$ cat config.mk
export PLATFORM = sky130hd
export DESIGN_NAME = fhp_fmix
export DESIGN_NICKNAME = d
export VERILOG_FILES = /design/src/rtl/fhp_pkg.sv /design/src/rtl/fhp_fmix.sv
export SDC_FILE = /design/constraint.sdc
export NUM_CORES = 1
export LEC_CHECK = 0
export BUFFER_PORTS_ARGS = -buffer_cell sky130_fd_sc_hd__buf_2
export CORE_ASPECT_RATIO = 1.1
export CORE_MARGIN = 1.5
export CORE_UTILIZATION = 23
export DETAILED_ROUTE_END_ITERATION = 10
export GPL_ROUTABILITY_DRIVEN = 0
export SLEW_MARGIN = 15
export SYNTH_ARGS = -nofsm -noshare
export SYNTH_HDL_FRONTEND = slang
export SYNTH_SLANG_ARGS = --single-unit
$ cat constraint.sdc
create_clock -name clk -period 7.4 [get_ports clk]
set_input_delay 1.48 -clock clk [delete_from_list [all_inputs] [get_ports clk]]
set_output_delay 1.48 -clock clk [all_outputs]
set_load 0.01 [all_outputs]
$ cat src/rtl/fhp_pkg.sv
// Shared constants, types and hash helper functions for the ECMP flow-hash path selector.
// Depends on nothing; every other file in rtl/ imports it.
package fhp_pkg;

	// Field widths fixed by the packet header
	localparam int ADDR_W    = 32;
	localparam int PROTO_W   = 8;
	localparam int PORT_W    = 16;
	localparam int CNT_IN_W  = 7;
	localparam int IDX_W     = 6;
	localparam int HASH_W    = 32;

	// Default upper bound on equal-cost paths
	localparam int MAX_PATHS_DEF = 64;

	// Stream packing widths
	localparam int S_TDATA_W = 104;
	localparam int M_TDATA_W = 40;

	// Protocols that carry a port pair in the key
	localparam logic [PROTO_W-1:0] PROTO_TCP  = 8'h06;
	localparam logic [PROTO_W-1:0] PROTO_UDP  = 8'h11;
	localparam logic [PROTO_W-1:0] PROTO_ACK0 = 8'hFC;
	localparam logic [PROTO_W-1:0] PROTO_ACK1 = 8'hFD;

	// Hash constants
	localparam logic [HASH_W-1:0] MUR_C1    = 32'hcc9e2d51;
	localparam logic [HASH_W-1:0] MUR_C2    = 32'h1b873593;
	localparam logic [HASH_W-1:0] MUR_N     = 32'he6546b64;
	localparam logic [HASH_W-1:0] MUR_F1    = 32'h85ebca6b;
	localparam logic [HASH_W-1:0] MUR_F2    = 32'hc2b2ae35;
	localparam logic [HASH_W-1:0] KEY_BYTES = 32'd12;

	typedef logic [HASH_W-1:0] word_t;

	function automatic word_t rotl15(input word_t v);
		return {v[16:0], v[31:17]};
	endfunction

	function automatic word_t rotl13(input word_t v);
		return {v[18:0], v[31:19]};
	endfunction

	// h = rotl(h ^ k, 13) * 5 + N, the times-five done as shift and add
	function automatic word_t mix_h(input word_t h, input word_t k);
		word_t r;
		r = rotl13(h ^ k);
		return (r << 2) + r + MUR_N;
	endfunction

endpackage

$ cat src/rtl/fhp_fmix.sv
// Hash finalization stages (s7..s9): two multiplies, each behind its own register.
// Depends on fhp_pkg.
module fhp_fmix #(
	parameter int CW = 7
) (
	input  logic                        clk,
	input  logic                        arst_n,
	input  logic                        en,
	input  logic                        in_valid,
	input  logic [fhp_pkg::HASH_W-1:0]  in_hash,
	input  logic [CW-1:0]               in_count,
	output logic                        out_valid,
	output logic [fhp_pkg::HASH_W-1:0]  out_hash,
	output logic [CW-1:0]               out_count
);
	import fhp_pkg::*;

	logic    v_s7, v_s8, v_s9;
	word_t   h_s7, h_s8, h_s9;
	word_t   x13;
	logic [CW-1:0] cnt_s7, cnt_s8, cnt_s9;

	assign x13 = h_s7 ^ (h_s7 >> 13);

	// Valid bits
	always_ff @(posedge clk or negedge arst_n) begin
		if (!arst_n) begin
			v_s7 <= 1'b0;
			v_s8 <= 1'b0;
			v_s9 <= 1'b0;
		end else if (en) begin
			v_s7 <= in_valid;
			v_s8 <= v_s7;
			v_s9 <= v_s8;
		end
	end

	// Payload
	always_ff @(posedge clk) begin
		if (en) begin
			h_s7   <= in_hash * MUR_F1;
			cnt_s7 <= in_count;
			h_s8   <= x13 * MUR_F2;
			cnt_s8 <= cnt_s7;
			h_s9   <= h_s8 ^ (h_s8 >> 16);
			cnt_s9 <= cnt_s8;
		end
	end

	assign out_valid = v_s9;
	assign out_hash  = h_s9;
	assign out_count = cnt_s9;

endmodule

* After elaboration in Yosys (flattened, before gate mapping) *
Cells that the tools add are included.

storage, ports and cells
  output and inout port bits = 40
  memories = 0
  latch bits = 0
  memory bits (writable) = 0
  bits of input ports = 43
  bits in registers = 120
  ROM bits = 0

cells by class
  eq/ne operators = 0
  multiplexer cells = 0
  bitwise operators = 2
  $add $sub $neg = 0
  divide/modulo/power cells = 0
  shift-type cells = 0
  multipliers = 2
  reduce and logical (&&, ||, !) cells = 0
  order comparisons = 0

operator list
  cell                    count
  $mul 32x31->32 const B  1
  $mul 32x32->32 const B  1
  $xor 32x16->32          1
  $xor 32x19->32          1

* Logic depth before layout (Yosys ltp) *
  depth in word-level cells = 2
  depth in mapped cells = 26
  mapped depth without buffers = 25

* Worst setup path after synthesis *
No wires, ideal clock.

  path type = input-to-reg
  start point = input port in_hash[12] in the netlist's numbering
  end point = register h_s7[31] (data pin)
  path slack = 0.223 ns
  stages = 23
  arrival = 6.917 ns
  cells stage by stage = ha_1 ha_1 fa_1 inv_1 fa_1 inv_1 fa_1 inv_1 fa_1 inv_1 fa_1 fa_1 ha_1 clkbuf_1 nand2_1 a211o_1 nand2_1 nand4_1 o21ai_1 o221ai_1 o2111ai_1 a21oi_1 xnor2_1

between the ends
  longest elaborated chain between the ends = 1

RTL lines
  element               line            source
  start, declared       fhp_fmix.sv:10  input logic [fhp_pkg::HASH_W-1:0] in_hash,
  $mul 32x32->32        fhp_fmix.sv:41  h_s7 <= in_hash * MUR_F1;
  end signal, assigned  fhp_fmix.sv:41
  end, declared         fhp_fmix.sv:19  word_t h_s7, h_s8, h_s9;

No other way between the ends.
A chain may end at the register's enable or synchronous reset.

* Worst setup path after layout *
  start point = input port in_hash[4] in the netlist's numbering
  end point = register h_s7[30] (data pin)

The elaborated chain is that of the path after synthesis.

==> results.cfg <==
[outcome]
status = complete, no violations

[routing]
drt_iter0_markers = 588
drt_pre_antenna_iters = 4
dr_total_vias = 13088
ant_nets = 0
vias_per_cell = 3.94
wire_per_inst_um = 14.9
drc_errors = 0
routed_wl_mm = 49.6

[final_layout]
insertedDiodeCount = 0
fin_nets = 2939
drive_gt1_share_pct = 11.0
stdcell_count = 3323
fin_area_um2 = 24700
fillers = 9562
area_delta_synth_final_pct = 15.7

[grt]
grt_max_degree = 78
busiest_layer = met2
grt_pass1_vias = 14180
grt_pass1_wl_mm = 78.1
met2_usage_pct = 18.3
track_usage_pct = 10.9
met3_usage_pct = 1.34
overflow = 0
use_met1_pct = 14.1
antenna_found_initial = 0

[logic_synthesis]
synthMuxAreaShare_pct = 0.158
ys_seq_elements = 120
synth_compound_area_share_pct = 4.45
ys_types = 55
avgSynthCellArea_um2 = 11.1
netlist_instances = 1928
synthSimpleGateAreaFrac_pct = 2.18
syn_area_um2 = 21300
synth_adder_area_share_pct = 58.7
synth_top_family_by_area = adder cells
seq_area_frac_synth_pct = 16.8
synth_xor_xnor_area_share_pct = 6.40
ys.flop_type = edfxtp_1
synth-edff-count = 117
synth_fp_nets = 2737
yosysWarnings = 0
ys_async_sr_fraction_pct = 2.50

[floorplanning]
die_area_um2 = 94600
start_util_pct = 23.3
num_io_pins = 83
core-area_um2 = 91400
fp.dieH_um = 322
die_w_um = 293
rows = 116

[placed_design]
port_buffers = 82
placed_area_um2 = 24000
place_hpwl_mm = 45.6
dpl.cell_count = 3291

[worst_setup_path]
r2r-start = h_s7[14]
cp-start-kind = primary input
cp_max_fo = 3
required_ps = 7600
critPathArrivalTime_ps = 7270
startpoint = in_hash[4]
cp-end-kind = register
path_class = primary input to register

[sta]
hold_viol = 0
clock.fmax_mhz = 141
rsz0062_at_grt = false
relSlewSlack_pct = 54.8
fin_crit_ps = 7080
skew_ps = 14.4
slew_viol_final = 0
setup_viol = 0
min_period_over_period_pct = 95.6
worstMarginPinSlew_ps = 678

[clock_tree]
postCtsHoldBufs = 0
cts_sinks = 120
clk_pin_slew_worst_paths_ps = 70
post_cts_buffers = 0
numCtsBuffers = 17
h-tree-depth = 4
cts_tree = yes
clockRootBuffer = clkbuf_16
cts_resized = 0
cts_buffer_depth = 2
clkLatencyLatePin_ps = 450

[flow_run]
max-cap-violations = 0

[min_path]
min_path_type = register to register
hold_start = cnt_s7[4]
## per-stage QoR
step,util [%],setup slack (ps),TNS (ps),hold slack [ps]
final,27.0,323,0,418
after global routing,27.0,11.4,0,419
after CTS,26.9,13.7,0,417
after detailed placement,26.2,-166,-286,407
after global placement,26.2,-112,-162,401
after floorplan,-,223,0,400
## logic make-up after synthesis
kind of cell | count (synthesis)
adder cells (fa/ha/maj) | 766
buffers and inverters | 641
XOR/XNOR | 156
AO/OA/AOI/OAI | 142
flip-flops | 120
AND/OR/NAND/NOR | 100
multiplexers | 3
## final cells by class
type	count	area, um^2	share of cell area [%]
Inverter	638	2390	9.70
Tap cell	1180	1480	5.98
Sequential cell	120	3590	14.5
Multi-Input combinational cell	1167	15400	62.4
Clock inverter	15	193	0.781
Clock buffer	17	425	1.72
Timing Repair Buffer	186	1200	4.85
## sequential cells by signal, indices dropped and copies added, names as in the netlist, 7 cells and up
register and count:
cnt_s8 7, h_s8 32, h_s7 32, out_hash 32, cnt_s7 7, out_count 7
## layout by cell type, fill, tap and decap left out, types with 25 or more instances in the layout
cell,instances
inv_1,637
fa_1,392
ha_1,374
edfxtp_1,117
buf_4,104
xnor2_1,96
buf_2,81
xor2_1,57
a21oi_1,38
nand2_1,32
nor2_1,25
## synth_stat cells, types with 3 or more instances
cell type  count  area, um^2
mux2_2         3        33.8
xnor2_1       97         850
clkbuf_1       3        11.3
dfrtp_1        3        75.1
o21a_1        12        90.1
edfxtp_1     117        3510
ha_1         374        4680
nand2_1       32         120
a21o_1        20         150
o22ai_1        3        18.8
a211oi_1       6        45.0
nand2b_1       3        18.8
nor2_1        25        93.8
and2_1         3        18.8
xor2_1        59         517
o21bai_1       8        60.1
a21oi_1       39         195
nor2b_1        5        31.3
fa_1         392        7850
o21ai_0       15        75.1
a211o_1        3        26.3
nand3_1       14        70.1
nor3_1         6        30.0
inv_1        637        2390
o21ai_1       10        50.1
nand4_1        3        18.8
## final timing paths
check / end / slack (ps) / cells after the start
max in group asynchronous: v_s8 / 6470 / 1
min in group asynchronous: out_valid / 820 / 1
worst min-delay path: cnt_s8[4] / 420 / 0
worst max-delay path: h_s7[30] / 320 / 22
worst max register to register: h_s8[31] / 320 / 21
worst min register to register: cnt_s8[4] / 420 / 0
## routing by layer
layer	up-vias	part of all wire (%)
met5	-	0
met4	0	3.6
met3	71	3.4
met2	246	48
met1	6458	45
li1	6313	-
## worst max-delay path, stage by stage
cell and delay (ps):
buf_2 120, fa_1 530, inv_1 50, fa_1 470, fa_1 520, inv_1 60
ha_1 190, fa_1 470, inv_1 50, fa_1 550, fa_1 470, fa_1 500
inv_1 40, ha_1 280, o21a_1 110, o21ai_0 220, a211oi_1 100, o41ai_2 400
a22oi_2 120, a211o_1 290, a21oi_2 150, xnor2_1 90
Power is not shown: default switching activity piles up to over one toggle a cycle in this logic, so the estimate is an artifact.
