==> src/rtl/fhp_pkg.sv <==
// Shared constants, types and hash helper functions for the ECMP flow-hash path selector.
// Depends on nothing; every other file in rtl/ imports it.
package fhp_pkg;

	// Field widths fixed by the packet header
	localparam int ADDR_W    = 32;
	localparam int PROTO_W   = 8;
	localparam int PORT_W    = 16;
	localparam int CNT_IN_W  = 7;
	localparam int IDX_W     = 6;
	localparam int HASH_W    = 32;

	// Default upper bound on equal-cost paths
	localparam int MAX_PATHS_DEF = 64;

	// Stream packing widths
	localparam int S_TDATA_W = 104;
	localparam int M_TDATA_W = 40;

	// Protocols that carry a port pair in the key
	localparam logic [PROTO_W-1:0] PROTO_TCP  = 8'h06;
	localparam logic [PROTO_W-1:0] PROTO_UDP  = 8'h11;
	localparam logic [PROTO_W-1:0] PROTO_ACK0 = 8'hFC;
	localparam logic [PROTO_W-1:0] PROTO_ACK1 = 8'hFD;

	// Hash constants
	localparam logic [HASH_W-1:0] MUR_C1    = 32'hcc9e2d51;
	localparam logic [HASH_W-1:0] MUR_C2    = 32'h1b873593;
	localparam logic [HASH_W-1:0] MUR_N     = 32'he6546b64;
	localparam logic [HASH_W-1:0] MUR_F1    = 32'h85ebca6b;
	localparam logic [HASH_W-1:0] MUR_F2    = 32'hc2b2ae35;
	localparam logic [HASH_W-1:0] KEY_BYTES = 32'd12;

	typedef logic [HASH_W-1:0] word_t;

	function automatic word_t rotl15(input word_t v);
		return {v[16:0], v[31:17]};
	endfunction

	function automatic word_t rotl13(input word_t v);
		return {v[18:0], v[31:19]};
	endfunction

	// h = rotl(h ^ k, 13) * 5 + N, the times-five done as shift and add
	function automatic word_t mix_h(input word_t h, input word_t k);
		word_t r;
		r = rotl13(h ^ k);
		return (r << 2) + r + MUR_N;
	endfunction

endpackage

==> src/rtl/fhp_mix.sv <==
// Key build, block mixing, length fold and first finalize shift-xor stages (s1..s6) of the flow hash.
// Depends on fhp_pkg.
module fhp_mix #(
	parameter int MAX_PATHS = fhp_pkg::MAX_PATHS_DEF,
	parameter int CW        = $clog2(MAX_PATHS + 1)
) (
	input  logic                          clk,
	input  logic                          arst_n,
	input  logic                          en,
	input  logic                          in_valid,
	input  logic [fhp_pkg::ADDR_W-1:0]    src_addr,
	input  logic [fhp_pkg::ADDR_W-1:0]    dst_addr,
	input  logic [fhp_pkg::PROTO_W-1:0]   protocol,
	input  logic [fhp_pkg::PORT_W-1:0]    src_port,
	input  logic [fhp_pkg::PORT_W-1:0]    dst_port,
	input  logic [fhp_pkg::CNT_IN_W-1:0]  path_count,
	input  logic [fhp_pkg::HASH_W-1:0]    hash_seed,
	output logic                          out_valid,
	output logic [fhp_pkg::HASH_W-1:0]    out_hash,
	output logic [CW-1:0]                 out_count
);
	import fhp_pkg::*;

	logic    use_ports;
	word_t   ports;
	logic [CW-1:0] cnt_sat;

	logic    v_s1, v_s2, v_s3, v_s4, v_s5, v_s6;
	word_t   w0_s1, w1_s1, w2_s1;
	word_t   k0_s2, k1_s2, k2_s2;
	word_t   k0_s3, k1_s3, k2_s3;
	word_t   h_s4, k1_s4, k2_s4;
	word_t   h_s5, k2_s5;
	word_t   h_s6;
	word_t   h_end;
	logic [CW-1:0] cnt_s1, cnt_s2, cnt_s3, cnt_s4, cnt_s5, cnt_s6;

	// Port word only for protocols that carry ports; path count clipped to MAX_PATHS
	always_comb begin
		use_ports = (protocol == PROTO_TCP) || (protocol == PROTO_UDP) ||
		            (protocol == PROTO_ACK0) || (protocol == PROTO_ACK1);
		ports = use_ports ? {dst_port, src_port} : '0;
		if (int'(path_count) > MAX_PATHS) begin
			cnt_sat = CW'(MAX_PATHS);
		end else begin
			cnt_sat = CW'(path_count);
		end
	end

	// Last block and length fold; the first shift-xor is applied into s6
	always_comb begin
		h_end = mix_h(h_s5, k2_s5) ^ KEY_BYTES;
	end

	// Valid bits
	always_ff @(posedge clk or negedge arst_n) begin
		if (!arst_n) begin
			v_s1 <= 1'b0;
			v_s2 <= 1'b0;
			v_s3 <= 1'b0;
			v_s4 <= 1'b0;
			v_s5 <= 1'b0;
			v_s6 <= 1'b0;
		end else if (en) begin
			v_s1 <= in_valid;
			v_s2 <= v_s1;
			v_s3 <= v_s2;
			v_s4 <= v_s3;
			v_s5 <= v_s4;
			v_s6 <= v_s5;
		end
	end

	// Payload: key words, per-block multiplies, then the serial h chain
	always_ff @(posedge clk) begin
		if (en) begin
			w0_s1  <= src_addr;
			w1_s1  <= dst_addr;
			w2_s1  <= ports;
			cnt_s1 <= cnt_sat;

			k0_s2  <= w0_s1 * MUR_C1;
			k1_s2  <= w1_s1 * MUR_C1;
			k2_s2  <= w2_s1 * MUR_C1;
			cnt_s2 <= cnt_s1;

			k0_s3  <= rotl15(k0_s2) * MUR_C2;
			k1_s3  <= rotl15(k1_s2) * MUR_C2;
			k2_s3  <= rotl15(k2_s2) * MUR_C2;
			cnt_s3 <= cnt_s2;

			h_s4   <= mix_h(hash_seed, k0_s3);
			k1_s4  <= k1_s3;
			k2_s4  <= k2_s3;
			cnt_s4 <= cnt_s3;

			h_s5   <= mix_h(h_s4, k1_s4);
			k2_s5  <= k2_s4;
			cnt_s5 <= cnt_s4;

			h_s6   <= h_end ^ (h_end >> 16);
			cnt_s6 <= cnt_s5;
		end
	end

	assign out_valid = v_s6;
	assign out_hash  = h_s6;
	assign out_count = cnt_s6;

endmodule

==> config.mk <==
export PLATFORM = sky130hd
export DESIGN_NAME = fhp_mix
export DESIGN_NICKNAME = d
export VERILOG_FILES = /design/src/rtl/fhp_pkg.sv /design/src/rtl/fhp_mix.sv
export SDC_FILE = /design/constraint.sdc
export NUM_CORES = 2
export LEC_CHECK = 0
export BUFFER_PORTS_ARGS = -buffer_cell sky130_fd_sc_hd__buf_2
export CORE_MARGIN = 10
export CORE_UTILIZATION = 70
export CTS_CLUSTER_DIAMETER = 100
export DETAILED_ROUTE_END_ITERATION = 16
export GPL_ROUTABILITY_DRIVEN = 0
export PLACE_DENSITY = 0.91
export SETUP_SLACK_MARGIN = 0.15
export SYNTH_ARGS = -nofsm -noshare
export SYNTH_HDL_FRONTEND = slang
export SYNTH_SLANG_ARGS = --single-unit
==> constraint.sdc <==
create_clock -name clk -period 13.2 [get_ports clk]
set_input_delay 1.32 -clock clk [delete_from_list [all_inputs] [get_ports clk]]
set_output_delay 1.32 -clock clk [all_outputs]
set_load 0.01 [all_outputs]
; ---- Word level (Yosys, flattened, before mapping)
; Index checks and enable logic that the tools add are counted.
[classes]
add_sub_neg = 6
n_lt_le_gt_ge = 1
multipliers = 6
bitwise = 5
n_reduce_logical = 3
n_eq_ne = 4
[ops]
columns = operator, count
row1 = adder 32 bit, 3
row2 = adder 32 bit (second input constant), 3
row3 = multiplier 32 x 29 -> 32 bit (second input constant), 3
row4 = multiplier 32 x 31 -> 32 bit (second input constant), 3
row5 = bitwise XOR 32 bit, 3
row6 = bitwise XOR 32 x 16 -> 32 bit, 1
row7 = == test 8 bit (second input constant), 2
row8 = == test 8 x 3 -> 1 bit (second input constant), 1
row9 = == test 8 x 5 -> 1 bit (second input constant), 1
row10 = greater-than comparator 7 bit (second input constant), 1
row11 = logical OR 1 bit, 3
row12 = NOT 2 bit, 1
[totals]
output_inout_bits = 40
inputBits = 147
wordCells = 52
register_bits = 528

; ---- Longest topological paths before layout
[logic_depth]
word_depth = 5
mapped_depth = 27
depth_no_buf = 27

; ---- Worst setup path before layout
; No wires, ideal clock.
[synth_path]
path_kind = register to register
from = register k2_s2[26]
to = register k2_s3[31] (data pin)
required_ns = 12.940
slack_ns = 6.779
arrival_ns = 6.161
setup_time_ns = 0.260
path_stages_with_launch = 24
n_path_buf = 0
synth_period_minus_slack_ns = 6.421
path_cell_list = edfxtp_1 ha_1 fa_1 fa_1 inv_1 fa_1 inv_1 fa_1 fa_1 fa_1 inv_1 fa_1 inv_1 ha_1 a21o_1 a21oi_1 nor2b_1 a311oi_1 o221ai_1 a41oi_1 a21oi_1 a21o_1 a21oi_1 xnor2_1
[synth_between]
elab_chain_cells = 1
[synth_lines]
columns = element, line_no
row1 = start: declaration, fhp_mix.sv:30  ; word_t k0_s2, k1_s2, k2_s2;
row2 = start signal: assignment, fhp_mix.sv:84  ; k2_s2 <= w2_s1 * MUR_C1;
row3 = multiplier 32 x 29 -> 32 bit, fhp_mix.sv:89  ; k2_s3 <= rotl15(k2_s2) * MUR_C2;
row4 = end signal: assignment, fhp_mix.sv:89
row5 = end: declaration, fhp_mix.sv:31  ; word_t k0_s3, k1_s3, k2_s3;
; No other way between the ends.
; A chain may end at the register's enable or synchronous reset.

; ---- Worst setup path in the final report
[layout_path]
from = register k0_s2[21]
to = register k0_s3[31] (data pin)
[layout_between]
elab_chain_cells = 1
[layout_lines]
columns = element, line_no
row1 = start: declaration, fhp_mix.sv:30
row2 = start signal: assignment, fhp_mix.sv:82  ; k0_s2 <= w0_s1 * MUR_C1;
row3 = multiplier 32 x 29 -> 32 bit, fhp_mix.sv:87  ; k0_s3 <= rotl15(k0_s2) * MUR_C2;
row4 = end signal: assignment, fhp_mix.sv:87
row5 = end: declaration, fhp_mix.sv:31
; No other way between the ends.

==> results.md <==
| Item | Value |
| --- | --- |
| Effective utilization at floorplan | 70.6% |
| Top flip-flop cell by instance count after synthesis | sky130_fd_sc_hd__edfxtp_1 |
| Top Family by Delay on Critical Path | adder cells |
| Count of flip-flops with a built-in enable after synthesis | 522 |
| Startpoint-to-endpoint class of the critical path | reg -> reg |
| Placeable core region | 100000 sq um |
| Worst skew pair latency | 710 ps |
| Critical-path cell with the highest stage delay | sky130_fd_sc_hd__xnor2_1 |
| Number of max-cap violations | 0 |
| GRT Resource Usage Total | 30.7% |
| Synth warn | 0 |
| Antenna violations before repair | 4 |
| Placement-stage worst setup slack | 6200 ps |
| Vias per cell | 5.85 |
| Period utilization | 54.0% |
| Std cell rows | 116 |
| Count of buffers from port buffering | 186 |
| CP max FO | 10 |
| Count of hold-fix buffers inserted at cts | 0 |
| Clock period minus worst slack | 7130 ps |
| Die width | 338 um |
| Maximum level of the CTS H-tree | 2 |
| Maximum count of clock buffers along a single path | 3 |
| Type of origin of the critical path | flip-flop |
| Post-synthesis to final-layout area growth | 6.64% |
| Area after detailed placement | 73400 sq um |
| Clock sinks | 528 |
| Bufs and invs on worst path | 5 |
| Synthesized area per cell | 11.1 sq um |
| Post-Layout Inst Area | 75500 sq um |
| Gate count of the mapped netlist | 6405 |
| Met2 demand-to-capacity share in global routing | 51.7% |
| Busiest layer in global routing | met2 |
| Count of buffers added by post-CTS timing repair for setup | 0 |
| Detailed Route WL | 172 mm |
| First-pass GRT wire length | 275 mm |
| Data arrival at the endpoint of the critical path | 7550 ps |
| Data required time at the worst endpoint | 13620 ps |
| GR Util met3 | 6.21% |
| Share of async-settable or async-resettable flops after synthesis | 1.14% |
| M1 GR Usage | 36.3% |
| DRC violation count after routing | 0 |
| Critical Path Most Common Cell | sky130_fd_sc_hd__fa_1 |
| Post-route worst hold slack | 402 ps |
| Kind of path behind the tightest hold check | reg -> reg |
| Setup violators final | 0 |
| Sum of net half-perimeters after detailed placement | 141 mm |
| Antenna Violating Nets Remaining | 0 |
| Unrepaired setup endpoints after global routing | no |
| Worst path cell trace | inv_1 -> fa_1 -> inv_1 -> ha_1 -> nand2b_1 -> fa_1 -> inv_1 -> fa_1 -> fa_1 -> fa_1 -> inv_1 -> fa_1 -> inv_1 -> fa_1 -> xnor2_1 -> xnor2_1 -> xnor2_1 -> xnor2_1 -> xnor2_1 -> xnor2_1 |
| Filler cells | 5801 |
| Final global-route overflow total | 0 |
| Min setup slack post-route | 6070 ps |
| Top-level port count | 187 |
| Detailed-route via count | 47100 |
| Max-slew headroom | 26.4% |
| Synthesized Nets | 8888 |
| Fin Clk Skew | 38.4 ps |
| Unique masters post-synth | 77 |
| Post-Synthesis Cell Area | 70800 sq um |
| Die area | 114000 sq um |
| Layout cells sized above 1 | 4.91% |
| Vias in the first global route | 52900 |
| Post-synthesis register bit count | 528 |
| CTS tree | built |
| Setup crit end kind | flip-flop |
| Worst Tran Pin Value | 1100 ps |
| Status | finished clean |
| Number of buffers added by the clock tree synthesis step | 60 |
| WL per Instance | 21.3 um |
| Largest net degree at the start of global routing | 112 |
| Detailed Routing Iterations Pass 1 | 6 |
| Portion of the post-synthesis area used by sequential elements | 22.4% |
| Highest attainable clock frequency | 140 MHz |
| Sum of negative setup slack | 0 ps |
| Drt first-iter violations | 4009 |
| Clock transition at the registers of the reported paths | 70 ps |
| Crit-path max cell delay | 880 ps |
| Master cell of the clock root buffer | sky130_fd_sc_hd__clkbuf_16 |
| Count of instances resized after the clock tree is built | 0 |
| Hold violation count in the final report | 0 |
| Height of the chip | 338 um |
| Number of nets in the layout | 9132 |
| Fin. max-slew vios | 0 |
-- cell usage after synthesis (4+ instances only) --
master                      number  area (sq um)
sky130_fd_sc_hd__nand4_1        13          81.3
sky130_fd_sc_hd__o21ai_1        10          50.1
sky130_fd_sc_hd__a211o_1         5          43.8
sky130_fd_sc_hd__nand3_1        44           220
sky130_fd_sc_hd__and2_1         43           269
sky130_fd_sc_hd__o31a_1          6          52.6
sky130_fd_sc_hd__or3_1          12          75.1
sky130_fd_sc_hd__ha_1         1366         17100
sky130_fd_sc_hd__nor2_1        141           529
sky130_fd_sc_hd__o211ai_1        8          60.1
sky130_fd_sc_hd__and3_1         17           106
sky130_fd_sc_hd__or4_1           5          37.5
sky130_fd_sc_hd__o31ai_1         9          67.6
sky130_fd_sc_hd__a31oi_1        20           125
sky130_fd_sc_hd__o22ai_1         4          25.0
sky130_fd_sc_hd__fa_1          970         19400
sky130_fd_sc_hd__o21bai_1       24           180
sky130_fd_sc_hd__a31o_2          8          70.1
sky130_fd_sc_hd__nor3_1         54           270
sky130_fd_sc_hd__nand2_1        92           345
sky130_fd_sc_hd__edfxtp_1      522         15700
sky130_fd_sc_hd__dfrtp_1         6           150
sky130_fd_sc_hd__mux2_2          6          67.6
sky130_fd_sc_hd__xnor2_1       385          3370
sky130_fd_sc_hd__o21a_1         42           315
sky130_fd_sc_hd__xor2_1        176          1540
sky130_fd_sc_hd__o2111ai_1       4          35.0
sky130_fd_sc_hd__clkbuf_1       10          37.5
sky130_fd_sc_hd__nor4_1         10          62.6
sky130_fd_sc_hd__inv_1        1863          6990
sky130_fd_sc_hd__o21ai_0        79           395
sky130_fd_sc_hd__nand2b_1       43           269
sky130_fd_sc_hd__o221ai_1        4          35.0
sky130_fd_sc_hd__nor2b_1        31           194
sky130_fd_sc_hd__or2_2          12          75.1
sky130_fd_sc_hd__a211oi_1       15           113
sky130_fd_sc_hd__a21oi_1       180           901
sky130_fd_sc_hd__a21o_1        101           758
-- area by class of cell --
class	instances	area [sq um]	share of cell area, %
inverter	1863	6990	9.26
tap	1357	1700	2.25
multi-input combinational	4003	47900	63.5
sequential	528	15800	21.0
antenna	3	7.51	0.00994
timing repair buffer	193	993	1.32
clock inverter	40	453	0.600
clock buffer	73	1590	2.11
-- worst paths after layout --
check | start | end | slack [ps] | depth (start not counted)
hold / removal | k1_s3[21] | k1_s4[21] | 400 | 0
min in group asynchronous | arst_n | v_s4 | 430 | 1
setup / recovery | k0_s2[21] | k0_s3[31] | 6070 | 20
setup reg to reg | k0_s2[21] | k0_s3[31] | 6070 | 20
hold reg to reg | k1_s3[21] | k1_s4[21] | 400 | 0
max in group asynchronous | arst_n | out_valid | 12630 | 1
-- metal layers --
metal,routed length (um),part of all wire [%]
met1,62500,36
met2,83100,48
met3,14100,8.2
met4,12100,7.0
met5,21,0.012
-- flip-flops by register name, summed over array words and instances (netlist names), 32 cells and up --
| signal | flops |
|---|---|
| k1_s2 | 32 |
| k0_s2 | 32 |
| out_hash | 32 |
| k1_s4 | 32 |
| k2_s5 | 32 |
| k1_s3 | 32 |
| w2_s1 | 32 |
| k0_s3 | 32 |
| w1_s1 | 32 |
| h_s4 | 32 |
| k2_s3 | 32 |
| k2_s2 | 32 |
| w0_s1 | 32 |
| h_s5 | 32 |
| k2_s4 | 32 |
-- placed cells by master (no fill, tap or decap), types with 12 or more instances in the layout --
cell type	netlist	layout
sky130_fd_sc_hd__o21bai_1	24	24
sky130_fd_sc_hd__nand3_1	44	44
sky130_fd_sc_hd__edfxtp_1	522	522
sky130_fd_sc_hd__fa_1	970	970
sky130_fd_sc_hd__nor2_1	141	141
sky130_fd_sc_hd__nand4_1	13	13
sky130_fd_sc_hd__a211oi_1	15	15
sky130_fd_sc_hd__xor2_1	176	176
sky130_fd_sc_hd__buf_2	1	185
sky130_fd_sc_hd__clkbuf_16	0	61
sky130_fd_sc_hd__ha_1	1366	1366
sky130_fd_sc_hd__and3_1	17	17
sky130_fd_sc_hd__nor3_1	54	54
sky130_fd_sc_hd__nand2_1	92	92
sky130_fd_sc_hd__or2_2	12	12
sky130_fd_sc_hd__o21a_1	42	42
sky130_fd_sc_hd__a31oi_1	20	20
sky130_fd_sc_hd__a21o_1	101	101
sky130_fd_sc_hd__o21ai_0	79	79
sky130_fd_sc_hd__nor2b_1	31	31
sky130_fd_sc_hd__nand2b_1	43	43
sky130_fd_sc_hd__a21oi_1	180	180
sky130_fd_sc_hd__xnor2_1	385	385
sky130_fd_sc_hd__inv_1	1863	1863
sky130_fd_sc_hd__and2_1	43	43
sky130_fd_sc_hd__or3_1	12	12
-- logic make-up after synthesis --
group	after synthesis	synth area share (%)
xor+xnor	563	7.00
simple gates	530	3.75
mux	8	0.124
fa+ha+maj	2336	51.6
flops	528	22.4
buf+inv	1874	9.94
compound gates	566	5.25
-- metrics by stage --
stage / cells / utilization (%)
after global placement: 7944 / 73.2
after global routing: 8058 / 75.3
after CTS: 8057 / 75.3
after detailed placement: 7944 / 73.2
after floorplan: 6405 / -
final: 8060 / 75.3
Power is not shown: default switching activity piles up to over one toggle a cycle in this logic, so the estimate is an artifact.
